--- src/hw/rtl/sobel_edge_magnitude_assert.svh ---
// Assertion macros for the Sobel edge magnitude block.
// Used by the top level; no other dependencies.
`ifndef SOBEL_EDGE_MAGNITUDE_ASSERT_SVH
`define SOBEL_EDGE_MAGNITUDE_ASSERT_SVH

// Implication check, disabled during reset.
`define SEM_ASSERT_IMP(label, clk, rst, a, b) \
  label: assert property (@(posedge clk) disable iff (rst) (a) |-> (b)) \
    else $error("assertion failed");

// Next-cycle implication check, disabled during reset.
`define SEM_ASSERT_NEXT(label, clk, rst, a, b) \
  label: assert property (@(posedge clk) disable iff (rst) (a) |=> (b)) \
    else $error("assertion failed");

`endif

--- src/hw/rtl/sem_pkg.sv ---
// Package for the Sobel edge magnitude block: sizes, register indexes, types.
// No dependencies.
package sem_pkg;

  localparam int MaxWidth    = 2048;
  localparam int MaxChannels = 4;
  localparam int LineDepth   = MaxWidth * MaxChannels;
  localparam int AddrW       = $clog2(LineDepth);
  localparam int QDepth      = 4;

  localparam logic [1:0] RegWidth    = 2'd0;
  localparam logic [1:0] RegHeight   = 2'd1;
  localparam logic [1:0] RegChannels = 2'd2;

  // One window job from front to back: 3x3 pixels plus tags.
  typedef struct packed {
    logic [8:0][7:0] pix;   // t0 t1 t2 m0 m1 m2 b0 b1 b2, index 0 = t0
    logic [15:0]     row;
    logic [10:0]     col;
    logic [1:0]      chan;
    logic            run_last;
    logic            frame_last;
  } job_t;

  // Result item.
  typedef struct packed {
    logic [7:0]  edge_value;
    logic [15:0] row;
    logic [10:0] col;
    logic [1:0]  chan;
    logic        run_last;
    logic        frame_last;
  } res_t;

  typedef enum logic [2:0] {
    S_IDLE  = 3'b001,
    S_FETCH = 3'b010,
    S_EMIT  = 3'b100
  } front_state_t;

endpackage

--- src/hw/rtl/sem_queue.sv ---
// Short job queue between front and back parts.
// Depends on sem_pkg.
module sem_queue
  import sem_pkg::*;
(
  input  logic clk,
  input  logic rst,
  input  logic in_valid,
  output logic in_ready,
  input  job_t in_job,
  output logic out_valid,
  input  logic out_ready,
  output job_t out_job
);

  localparam int PtrW = $clog2(QDepth);
  job_t slots [QDepth];
  logic [PtrW-1:0] wp, rp;
  logic [PtrW:0]   cnt;
  logic push, pop;

  assign in_ready  = (cnt != (PtrW+1)'(QDepth));
  assign out_valid = (cnt != '0);
  assign out_job   = slots[rp];
  assign push = in_valid && in_ready;
  assign pop  = out_valid && out_ready;

  // Ring pointers and fill count.
  always_ff @(posedge clk) begin
    if (rst) begin
      wp <= '0; rp <= '0; cnt <= '0;
    end else begin
      if (push) wp <= wp + 1'b1;
      if (pop) rp <= rp + 1'b1;
      cnt <= cnt + (PtrW+1)'(push) - (PtrW+1)'(pop);
    end
  end

  // Entry storage.
  always_ff @(posedge clk) begin
    if (push) slots[wp] <= in_job;
  end

endmodule

--- config.mk ---
export PLATFORM = sky130hd
export DESIGN_NAME = sem_queue
export DESIGN_NICKNAME = d
export VERILOG_FILES = /design/src/hw/rtl/sobel_edge_magnitude_assert.svh /design/src/hw/rtl/sem_pkg.sv /design/src/hw/rtl/sem_queue.sv
export SDC_FILE = /design/constraint.sdc
export NUM_CORES = 1
export LEC_CHECK = 0
export ABC_CLOCK_PERIOD_IN_PS = 3850
export CAP_MARGIN = 40
export CORE_UTILIZATION = 25
export DETAILED_ROUTE_END_ITERATION = 8
export DONT_BUFFER_PORTS = 1
export REMOVE_ABC_BUFFERS = 1
export SYNTH_ARGS = -nofsm -noshare
export SYNTH_HDL_FRONTEND = slang
export SYNTH_SLANG_ARGS = --single-unit
--- constraint.sdc ---
create_clock -name clk -period 3.85 [get_ports clk]
set_clock_uncertainty 0.15 [all_clocks]
set_input_delay 0.385 -clock clk [delete_from_list [all_inputs] [get_ports clk]]
set_output_delay 0.385 -clock clk [all_outputs]
set_load 0.05 [all_outputs]
==> flow_summary.yaml <==
floorplan:
  ios: 212
  die_h_microns: 250
  die_area_sq_um: 62600
  start_util_pct: 25.4
  rows: 90
  fp.coreArea_sq_um: 60600
  die_w_microns: 250
final_layout:
  instances_no_fill: 1549
  fin_util_pct: 31.2
  fillers: 5745
  synthToLayoutAreaGrowth_pct: 22.9
  nNetsFinal: 843
  drive_above_1_share_pct: 25.0
  final_cell_area_sq_um: 18900
clock_tree:
  post-cts-setup-buffers: 0
  clock_path_buffers: 3
  path_clk_slew_ns: 0.06
  cts_hold_buf: 106
  ctsRootBufferMaster: "clkbuf_16"
  cts_buffers: 45
  cts_sinks: 421
  cts_resized: 0
  cts_max_level: 2
  cts_tree: "done"
  clock_insertion_delay_worst_skew_ns: 0.56
placed_design:
  portBuffers: 0
  dp_hpwl_microns: 18200
  dp_cells: 1358
  routabilityCongestion: 0.709
  pre_cts_ws_ns: 1.06
  post_dp_cell_area_sq_um: 16400
sta:
  worst_slew_margin_rel_pct: 53.7
  tightest_slew_ns: 0.694
  setup_ws_ns: 0.800
  timing.setup.tns_ns: 0
  timing.final.crit_share_pct: 79.2
  setup-violations-final: 0
  fmaxAchievable_ghz: 0.328
  final_hold_viol_count: 0
  rsz0062_at_grt: "false"
  min_period_ns: 3.05
  slew_viol_final: 0
drt:
  wl_met2_microns: 14800
  vias: 6609
  ant_nets: 0
  avgRoutedWirePerCell_microns: 20.2
  maxUsedRoutingLayer: "met5"
  wl_met1_microns: 13200
  wl_microns: 31300
  dr_wl_met3_microns: 2510
  drtPass1Iterations: 4
  vias_per_cell: 4.27
  drc: 0
  first_iter_violations: 376
setup_path:
  cp.arrival_ns: 2.51
  cp-start-kind: "flop"
  crit_type: "reg -> out"
  critPathBufInv: 1
  slowest_delay_ns: 0.78
  worstPathMaxFanout: 34
  crit_chain: "buf_12 > mux4_2"
  ff2ff_setup_slack_ns: 1.02
  cpMaxStageDelayCell: "dfxtp_4"
  worstPathRequired_ns: 3.31
  timing.rr.start: "cnt[1]"
  critPathCaptureType: "output port"
  crit_family: "flip-flops"
grt:
  grt_pass1_wl_microns: 46600
  grt_use_total_pct: 9.98
  grt_max_degree: 39
  antenna_found_initial: 5
  grt_overflow_total: 0
  grt_pass1_vias: 7231
status:
  outcome: "finished clean"
job:
  drv_cap: 0
pwr:
  peakVddDrop_mv: 0.576
  leakage_nw: 5.80
  cellPowerDensity_nw_per_um2: 749
synthesis:
  synth_cell_types: 26
  yosysWarningCount: 0
  synthCells: 587
  ys_seq_area_share_pct: 81.5
  ys_ff_latch: 421
  syn_area_per_cell_sq_um: 26.2
  netlist_area_sq_um: 15400
worst_hold_path:
  hold_path.class: "in -> reg"
  min_from: "in_valid"
cells in the final DEF, fill, tap and decap left out, types with 7 or more instances in the layout:
master | synthesis | routed
clkinv_2 | 0 | 9
dfxtp_1 | 9 | 7
nor2_1 | 8 | 8
clkbuf_1 | 1 | 9
buf_12 | 8 | 12
mux4_2 | 103 | 103
clkbuf_16 | 0 | 47
edfxtp_1 | 412 | 412
dlygate4sd3_1 | 0 | 106
sequential cells by signal (all words and copies together) (netlist names), named ones only:
signal / cells
slots: 412
cnt: 3
rp: 2
wp: 2
Yosys cell counts, drive strengths merged:
| cell type | number | area (sq um) |
|---|---|---|
| nand2 | 1 | 3.75 |
| and2 | 5 | 31.3 |
| nor2b | 1 | 6.26 |
| inv | 5 | 18.8 |
| or3 | 1 | 6.26 |
| xor2 | 2 | 17.5 |
| mux2 | 1 | 11.3 |
| fa | 1 | 20.0 |
| clkbuf | 1 | 3.75 |
| nor3 | 1 | 5.00 |
| nand2b | 2 | 12.5 |
| ha | 6 | 75.1 |
| mux2i | 1 | 10.0 |
| nor2 | 8 | 30.0 |
| mux4 | 103 | 2320 |
| o311ai | 1 | 8.76 |
| edfxtp | 412 | 12400 |
| a21boi | 1 | 7.51 |
| o31a | 1 | 8.76 |
| dfxtp | 9 | 180 |
| buf | 23 | 245 |
| xnor2 | 1 | 8.76 |
per-layer routing:
metal | vias up | GRT usage (%)
li1 | 2809 | -
met1 | 3536 | 12.4
met2 | 196 | 15.8
met3 | 62 | 3.98
met4 | 6 | 3.21
met5 | - | 0
cell type report:
class	instances	area (sq um)	share of cell area [%]
Clock buffer	57	1220	6.46
Multi-Input combinational cell	137	2590	13.7
Inverter	5	18.8	0.0991
Sequential cell	421	12600	66.3
Antenna cell	2	5.00	0.0264
Tap cell	782	978	5.17
Clock inverter	26	245	1.30
Timing Repair Buffer	119	1310	6.91
logic make-up after synthesis:
group | after synthesis | share of synthesized area (%)
xor+xnor | 3 | 0.171
mux | 105 | 15.2
flops | 421 | 81.5
buf+inv | 29 | 1.74
simple gates | 19 | 0.617
fa+ha+maj | 7 | 0.617
compound gates | 3 | 0.163
metrics by stage:
step / hold slack [ns] / total power [mW]
4_1_cts: 0.00698 / 14.5
5_1_grt: 0.0284 / 14.7
3_3_place_gp: 0.302 / 9.91
6_report: 0.0669 / 14.2
3_5_place_dp: 0.302 / 9.94
2_1_floorplan: 0.302 / 9.29
where the power goes:
part / switching [mW] / total (mW) / leakage [nW] / internal (mW)
Sequential: 0.235 / 5.85 / 3.85 / 5.61
Clock: 1.77 / 4.30 / 0.716 / 2.53
Combinational: 2.96 / 4.04 / 1.24 / 1.08
Total: 4.97 / 14.2 / 5.80 / 9.22
final timing paths:
| kind | to | depth (start not counted) |
|---|---|---|
| worst min register to register | wp[1] | 2 |
| worst max register to register | cnt[2] | 11 |
| worst min-delay path | wp[1] | 2 |
| worst max-delay path | out_job[76] | 2 |
No activity file was read; power rests on OpenSTA's default activity.
