File: src/hw/rtl/sobel_edge_magnitude_assert.svh
// Assertion macros for the Sobel edge magnitude block.
// Used by the top level; no other dependencies.
`ifndef SOBEL_EDGE_MAGNITUDE_ASSERT_SVH
`define SOBEL_EDGE_MAGNITUDE_ASSERT_SVH

// Implication check, disabled during reset.
`define SEM_ASSERT_IMP(label, clk, rst, a, b) \
  label: assert property (@(posedge clk) disable iff (rst) (a) |-> (b)) \
    else $error("assertion failed");

// Next-cycle implication check, disabled during reset.
`define SEM_ASSERT_NEXT(label, clk, rst, a, b) \
  label: assert property (@(posedge clk) disable iff (rst) (a) |=> (b)) \
    else $error("assertion failed");

`endif

File: src/hw/rtl/sem_pkg.sv
// Package for the Sobel edge magnitude block: sizes, register indexes, types.
// No dependencies.
package sem_pkg;

  localparam int MaxWidth    = 2048;
  localparam int MaxChannels = 4;
  localparam int LineDepth   = MaxWidth * MaxChannels;
  localparam int AddrW       = $clog2(LineDepth);
  localparam int QDepth      = 4;

  localparam logic [1:0] RegWidth    = 2'd0;
  localparam logic [1:0] RegHeight   = 2'd1;
  localparam logic [1:0] RegChannels = 2'd2;

  // One window job from front to back: 3x3 pixels plus tags.
  typedef struct packed {
    logic [8:0][7:0] pix;   // t0 t1 t2 m0 m1 m2 b0 b1 b2, index 0 = t0
    logic [15:0]     row;
    logic [10:0]     col;
    logic [1:0]      chan;
    logic            run_last;
    logic            frame_last;
  } job_t;

  // Result item.
  typedef struct packed {
    logic [7:0]  edge_value;
    logic [15:0] row;
    logic [10:0] col;
    logic [1:0]  chan;
    logic        run_last;
    logic        frame_last;
  } res_t;

  typedef enum logic [2:0] {
    S_IDLE  = 3'b001,
    S_FETCH = 3'b010,
    S_EMIT  = 3'b100
  } front_state_t;

endpackage

File: src/hw/rtl/sem_back.sv
// Back part: Sobel gradients, squared magnitude and bit-serial integer root.
// Depends on sem_pkg.
module sem_back
  import sem_pkg::*;
(
  input  logic clk,
  input  logic rst,
  input  logic job_valid,
  output logic job_ready,
  input  job_t job,
  output logic res_valid,
  input  logic res_ready,
  output res_t res
);

  logic        busy;
  job_t        cur;
  logic signed [11:0] gx, gy;
  logic [20:0] sum;
  logic [7:0]  root;
  logic [3:0]  bitpos;
  logic [1:0]  phase;

  assign job_ready = !busy;

  // Gradients from the held window.
  logic signed [11:0] t0, t1, t2, m0, m2, b0, b1, b2;
  always_comb begin
    t0 = 12'(cur.pix[0]); t1 = 12'(cur.pix[1]); t2 = 12'(cur.pix[2]);
    m0 = 12'(cur.pix[3]); m2 = 12'(cur.pix[5]);
    b0 = 12'(cur.pix[6]); b1 = 12'(cur.pix[7]); b2 = 12'(cur.pix[8]);
  end

  logic [7:0] trial;
  logic [15:0] trial_sq;
  assign trial = root | (8'd1 << bitpos[2:0]);
  assign trial_sq = trial * trial;

  // Sequencer: phase 0 gradients, 1 squares, 2 root bits, 3 result wait.
  always_ff @(posedge clk) begin
    if (rst) begin
      busy <= 1'b0; res_valid <= 1'b0; phase <= '0;
    end else if (!busy) begin
      if (job_valid) begin
        cur <= job; busy <= 1'b1; phase <= 2'd0;
      end
    end else begin
      case (phase)
        2'd0: begin
          gx <= (t2 - t0) + ((m2 - m0) <<< 1) + (b2 - b0);
          gy <= (b0 + (b1 <<< 1) + b2) - (t0 + (t1 <<< 1) + t2);
          phase <= 2'd1;
        end
        2'd1: begin
          sum <= 21'(gx * gx) + 21'(gy * gy);
          root <= '0; bitpos <= 4'd7;
          phase <= 2'd2;
        end
        2'd2: begin
          if (sum[20:16] != 5'd0) begin
            root <= 8'd255; phase <= 2'd3; res_valid <= 1'b1;
          end else begin
            if (trial_sq <= sum[15:0]) root <= trial;
            if (bitpos == 4'd0) begin
              phase <= 2'd3; res_valid <= 1'b1;
            end
            bitpos <= bitpos - 4'd1;
          end
        end
        default: begin
          if (res_ready) begin
            res_valid <= 1'b0; busy <= 1'b0;
          end
        end
      endcase
    end
  end

  assign res.edge_value = root;
  assign res.row = cur.row;
  assign res.col = cur.col;
  assign res.chan = cur.chan;
  assign res.run_last = cur.run_last;
  assign res.frame_last = cur.frame_last;

endmodule
File: config.mk
export PLATFORM = sky130hd
export DESIGN_NAME = sem_back
export DESIGN_NICKNAME = d
export VERILOG_FILES = /design/src/hw/rtl/sobel_edge_magnitude_assert.svh /design/src/hw/rtl/sem_pkg.sv /design/src/hw/rtl/sem_back.sv
export SDC_FILE = /design/constraint.sdc
export NUM_CORES = 1
export LEC_CHECK = 0
export BUFFER_PORTS_ARGS = -buffer_cell sky130_fd_sc_hd__buf_4
export CAP_MARGIN = 30
export CORE_UTILIZATION = 55
export DETAILED_ROUTE_END_ITERATION = 10
export HOLD_SLACK_MARGIN = 0.15
export PLACE_DENSITY = 0.82
export SYNTH_ARGS = -nofsm -noshare
export SYNTH_HDL_FRONTEND = slang
export SYNTH_SLANG_ARGS = --single-unit
export TNS_END_PERCENT = 5
File: constraint.sdc
create_clock -name clk -period 9.5 [get_ports clk]
set_input_delay 0.95 -clock clk [delete_from_list [all_inputs] [get_ports clk]]
set_output_delay 0.95 -clock clk [all_outputs]
set_load 0.03 [all_outputs]
==> results of run 1 <==
-- cell type report --
type / instances / area [um^2]
flip-flops and latches: 156 / 4644
well taps: 442 / 553.0
clock buffers: 18 / 429.2
repair buffers: 141 / 1066
clock inverters: 14 / 196.4
multi-input cells: 1031 / 11820
fillers: 2489 / 12450
inverters: 409 / 1535
-- layer usage --
metal / vias to the layer above / track usage, %
met4: 0 / 7.769
met2: 339 / 39.62
li1: 5301 / -
met5: - / 0
met3: 69 / 3.893
met1: 5596 / 25.65
-- per-stage QoR --
step | hold WS, ns | instance area (um^2) | setup slack, ns | instances
finish | 0.4877 | 20250 | 2.470 | 2211
global route | 0.5044 | 20250 | 2.025 | 2211
CTS | 0.4835 | 20250 | 2.526 | 2211
detailed placement | 0.4743 | 19620 | 2.562 | 2179
global placement | 0.4581 | 19610 | 2.714 | 2178
floorplan | 0.4663 | 18360 | 3.233 | 1663
-- worst min-delay path: cells and delay by family (launching register included) --
family / cells / cell delay [ns]
AND/OR/NAND/NOR: 1 / 0.06
AO/OA/AOI/OAI: 1 / 0.05
flip-flops: 1 / 0.33
-- registers in the layout (all words and copies together) (netlist names), 8 cells and up --
name	count
b0	8
b1	8
b2	8
cur	40
gx	12
gy	12
res	31
root	8
sum	21
-- cell families (layout without fill, tap and decap cells) --
kind of cell               count (synthesis)  in the layout  synth area share [%]
xor gates and xnor gates                  91             91                 4.340
muxes                                      2              2                0.1158
buffers and inverters                    476            582                 10.37
DFF                                      156            156                 25.29
AOI/OAI and AO/OA                        165            165                 5.819
and+or+nand+nor                          280            280                 7.761
adders and majority gates                493            493                 46.30
-- how the worst max path moves through the flow --
stage | start | endpoint | cells past startpoint
2_1_floorplan | gx[2] | sum[19] | 22
3_3_place_gp | bitpos[0] | root[3] | 21
3_5_place_dp | bitpos[0] | root[3] | 21
4_1_cts | bitpos[0] | root[3] | 21
5_1_grt | bitpos[1] | root[3] | 24
6_report | bitpos[0] | root[3] | 21
-- placed cells by master, fill, tap and decap left out, drive strengths merged, types with 2 or more instances in the layout --
cell | synthesis | routed
a211oi | 2 | 2
a21boi | 10 | 10
a21o | 31 | 31
a21oi | 59 | 59
a31oi | 5 | 5
and2 | 86 | 86
buf | 32 | 141
bufinv | 0 | 2
clkbuf | 35 | 18
clkinv | 0 | 3
dfxtp | 4 | 4
edfxtp | 152 | 152
fa | 311 | 311
ha | 182 | 182
inv | 409 | 417
nand2 | 75 | 75
nand2b | 16 | 16
nand3 | 4 | 4
nand4 | 4 | 4
nor2 | 56 | 56
nor2b | 14 | 14
nor3 | 6 | 6
nor3b | 2 | 2
o211ai | 2 | 2
o21a | 13 | 13
o21ai | 24 | 24
o21bai | 6 | 6
o311ai | 2 | 2
or2 | 8 | 8
or3 | 4 | 4
xnor2 | 65 | 65
xor2 | 26 | 26
==> run_results.csv, run 1 <==
group,metric,value,unit
outcome,status,"complete, no violations",
setup_path,crit_fanout,11,
sta,fmax,142.2,MHz
min_path,hold_class,"register to register",
floorplanning,die-area,34120,um^2
setup_path,arrival,7.10,ns
drt,wl_met1,13650,um
synth,yosysTopAreaCell,"fa_1",
drt,drtIter0Drc,445,
min_path,holdPathStages,2,
synth,synth_edf_count,152,
min_path,whs_endpoint,"res_valid",
cts,clkLatencyLatePin,0.45,ns
synth,yosysTopAreaCellShare,33.90,%
global_route,grt_pass1_wl,57580,um
setup_path,cp-end-kind,"register",
cts,clkSinkCount,156,
flow_run,drv_cap,0,
synth,synth.ff_latch_count,156,
floorplanning,num_rows,66,
setup_path,r2r-end,"root[3]",
final_layout,layout-drive-gt1-share,10.57,%
synth,synthTopCellsByArea,"fa_1 (34%), edfxtp_1 (25%), ha_1 (12%), inv_1 (8.4%), xnor2_1 (3.1%)",
floorplanning,die_h,184.7,um
drt,dr_wl_met3,1751,um
synth,synth_warnings,0,
synth,syn_avg_cell_area,11.04,um^2
synth,syn_nets,2263,
drt,avgViaCountPerCell,5.113,
setup_path,cp_slowest_cell,"a21oi_1",
cts,cts_made_buffers,17,
synth,ys.flop_type,"edfxtp_1",
synth,yosysSeqAreaShare,25.29,%
synth,synthMostInstantiatedCell,"inv_1",
synth,netlist_area,18360,um^2
floorplanning,initial_core_util,56.16,%
cts,cts_htree_levels,4,
final_layout,diodes,0,
sta,skew,0.01095,ns
synth,ys_top_cells_by_count,"inv_1 (409), fa_1 (311), ha_1 (182)",
sta,drv_slew,0,
synth,ys_types,51,
drt,route.met2.wl,17600,um
setup_path,crit_family,"adder cells",
global_route,grt_use_total,21.76,%
global_route,grt_antenna_before_repair,0,
setup_path,crit_path_max_incr_delay,0.74,ns
setup_path,reg2reg_depth,21,
synth,postSynthCellCount,1663,
setup_path,cp.buffers_inverters,4,
sta,slew_headroom,31.84,%
sta,rsz0062_at_grt,"no",
drt,final_antenna_net_count,0,
cts,cts-root-buf,"clkbuf_16",
sta,fin_crit,7.030,ns
cts,path_clk_slew,0.06,ns
final_layout,final_util,61.91,%
place,io_buffers,139,
setup_path,cp-start-kind,"register",
sta,final.setup.tns,0,ns
place,place_congestion,0.8765,
global_route,grt_overflow_total,0,
setup_path,r2r_setup_slack,2.47,ns
sta,tightest_slew,1.022,ns
drt,drc,0,
drt,via_count,11310,
sta,hold_violations,0,
floorplanning,die_x,184.7,um
setup_path,critPathRequiredTime,9.57,ns
drt,post_drt_wl_per_cell,15.34,um
setup_path,r2r-start,"bitpos[0]",
cts,clk_path_buf_depth,2,
final_layout,areaGrowthSynthToFinish,10.25,%
place,dp_hpwl,28070,um
cts,ctsResizeCount,0,
floorplanning,core_area,32700,um^2
global_route,grt_pass1_vias,12570,
sta,post-route-period-util,74.00,%
synth,synthArstFlopShare,0,%
drt,drt-pass1-iter-count,5,
setup_path,worstPathCellList,"inv_1, ha_1, a21oi_1, or2_2, inv_1, fa_1, fa_1, inv_1, fa_1, fa_1, inv_1, ha_1, o21ai_0, a21oi_1, o2111ai_1, a311o_1, xnor2_1, ha_1, a21oi_1, o311ai_0, a21oi_1",
drt,top_layer_used,"met4",
drt,drt_wl_total,33930,um
setup_path,worstSetupPathType,"register to register",
cts,post_cts_buffers,0,
floorplanning,pin_count,148,
sta,setup_viol,0,
min_path,worstHoldStart,"res_valid",
cts,ctsHoldBuffers,0,
global_route,grt_max_degree,74,
final_layout,final_nets,2356,
cts,cts_tree,"yes",
Power of run 1 is not shown: default switching activity piles up to over one toggle a cycle in this logic, so the estimate is an artifact.
==> run 2: changes to the inputs <==
- clock period: 9.5 -> 6.7 ns (I/O delays scaled with it)
==> run_results.csv, run 2 (synthesized netlist as in run 1, its figures left out) <==
group,metric,value,unit
cts,clkSinkCount,156,
drt,drc,0,
final_layout,diodes,0,
sta,fin_hold_ws,0.3996,ns
floorplanning,pin_count,148,
cts,cts_tree,"yes",
setup_path,critPathCapture,"sum[19]",
drt,avgViaCountPerCell,5.097,
drt,via_count,11520,
global_route,grt_pass1_wl,59550,um
global_route,grt_max_degree,74,
floorplanning,num_rows,66,
final_layout,areaGrowthSynthToFinish,12.40,%
setup_path,cp-end-kind,"register",
sta,skew,0.01501,ns
setup_path,reg2reg_depth,20,
global_route,grt_use_total,22.22,%
place,place_congestion,0.8766,
place,dp_cells,2216,
flow_run,drv_cap,0,
setup_path,crit_fanout,6,
sta,drv_slew,0,
setup_path,crit_path_start,"gy[6]",
final_layout,top_register,"cur",
drt,post_drt_wl_per_cell,15.27,um
drt,drt_wl_total,34480,um
place,dp_hpwl,28840,um
global_route,grt_pass1_vias,13100,
floorplanning,die-area,34120,um^2
setup_path,r2r-start,"gy[6]",
drt,drt-pass1-iter-count,5,
cts,ctsHoldBuffers,0,
cts,path_clk_slew,0.08,ns
final_layout,largest_reg_flops,40,
cts,clk_path_buf_depth,2,
global_route,grt_overflow_total,0,
final_layout,final_nets,2404,
sta,post-route-period-util,96.30,%
final_layout,final_cell_count_no_fill,2259,
setup_path,worstSetupPathType,"register to register",
setup_path,r2r_setup_slack,0.25,ns
drt,drtIter0Drc,546,
setup_path,r2r-end,"sum[19]",
sta,fin_crit,6.452,ns
sta,setup_viol,0,
final_layout,final_cell_mix,"inv_1 (409), fa_1 (311), buf_4 (187)",
sta,fmax,155.0,MHz
floorplanning,die_h,184.7,um
sta,tightest_slew,0.8876,ns
final_layout,layout-drive-gt1-share,13.21,%
cts,cts-root-buf,"clkbuf_16",
cts,cts_made_buffers,17,
setup_path,critPathRequiredTime,6.87,ns
sta,slew_headroom,40.83,%
setup_path,arrival,6.63,ns
outcome,status,"complete, no violations",
final_layout,final_common_cell,"inv_1",
min_path,hold_class,"primary input to register",
floorplanning,initial_core_util,56.16,%
drt,final_antenna_net_count,0,
final_layout,fill_cells,2418,
floorplanning,core_area,32700,um^2
cts,clkLatencyLatePin,0.44,ns
sta,rsz0062_at_grt,"yes",
setup_path,cp-start-kind,"register",
sta,hold_violations,0,
global_route,grt_antenna_before_repair,0,
place,io_buffers,139,
cts,cts_htree_levels,4,
min_path,holdPathStages,1,
floorplanning,die_x,184.7,um
==> run 2: critical path, stage by stage (launching register included) <==
cell and delay [ns]:
edfxtp_1 0.51, and2_1 0.27, fa_1 0.54, inv_1 0.07
fa_1 0.48, fa_1 0.55, inv_1 0.05, fa_1 0.48
inv_1 0.05, fa_1 0.45, fa_1 0.49, inv_1 0.04
fa_1 0.43, ha_1 0.36, a21o_1 0.21, a21o_1 0.17
a221o_1 0.28, a31oi_1 0.29, a21oi_2 0.17, mux2i_1 0.15
xor2_1 0.15
==> run 2: stage by stage <==
step                setup TNS (ns)  setup slack [ns]  instance area (um^2)  utilization, %
floorplan                        0            0.4334                 18360               -
global placement                 0            0.2089                 19880           60.78
detailed placement               0           0.04283                 19930           60.95
CTS                              0           0.02849                 20550           62.83
global route              -0.04752          -0.01553                 20640           63.12
finish                           0            0.2477                 20640           63.12
==> run 2: final cells by class <==
cell class,instances,area (um^2),area share (%)
flip-flops and latches,156,4644,22.50
clock buffers,17,425.4,2.061
multi-input cells,1031,11840,57.34
repair buffers,189,1459,7.068
inverters,409,1535,7.438
well taps,442,553.0,2.679
clock inverters,15,188.9,0.9153
==> run 2: worst min path at each step <==
stage / from / end / slack (ns)
2_1_floorplan: busy / busy / 0.47
3_3_place_gp: res_valid / res_valid / 0.46
3_5_place_dp: res_valid / res_valid / 0.48
4_1_cts: job[16] / res[16] / 0.39
5_1_grt: job[16] / res[16] / 0.39
6_report: job[10] / res[10] / 0.40
==> run 2: timing repair <==
| action | CTS | global route |
|---|---|---|
| endpoints found under the setup margin | 0 | 12 |
| setup buffers | 0 | 11 |
| resized for setup | 0 | 5 |
==> run 2: routing by layer <==
layer,vias to the layer above,share of wire (%),GRT usage (%)
met1,5682,39,25.62
met4,0,3.3,8.364
met3,96,5.0,3.517
met2,346,52,41.27
li1,5391,-,-
met5,-,0,0
Power of run 2 is left out for the same reason.
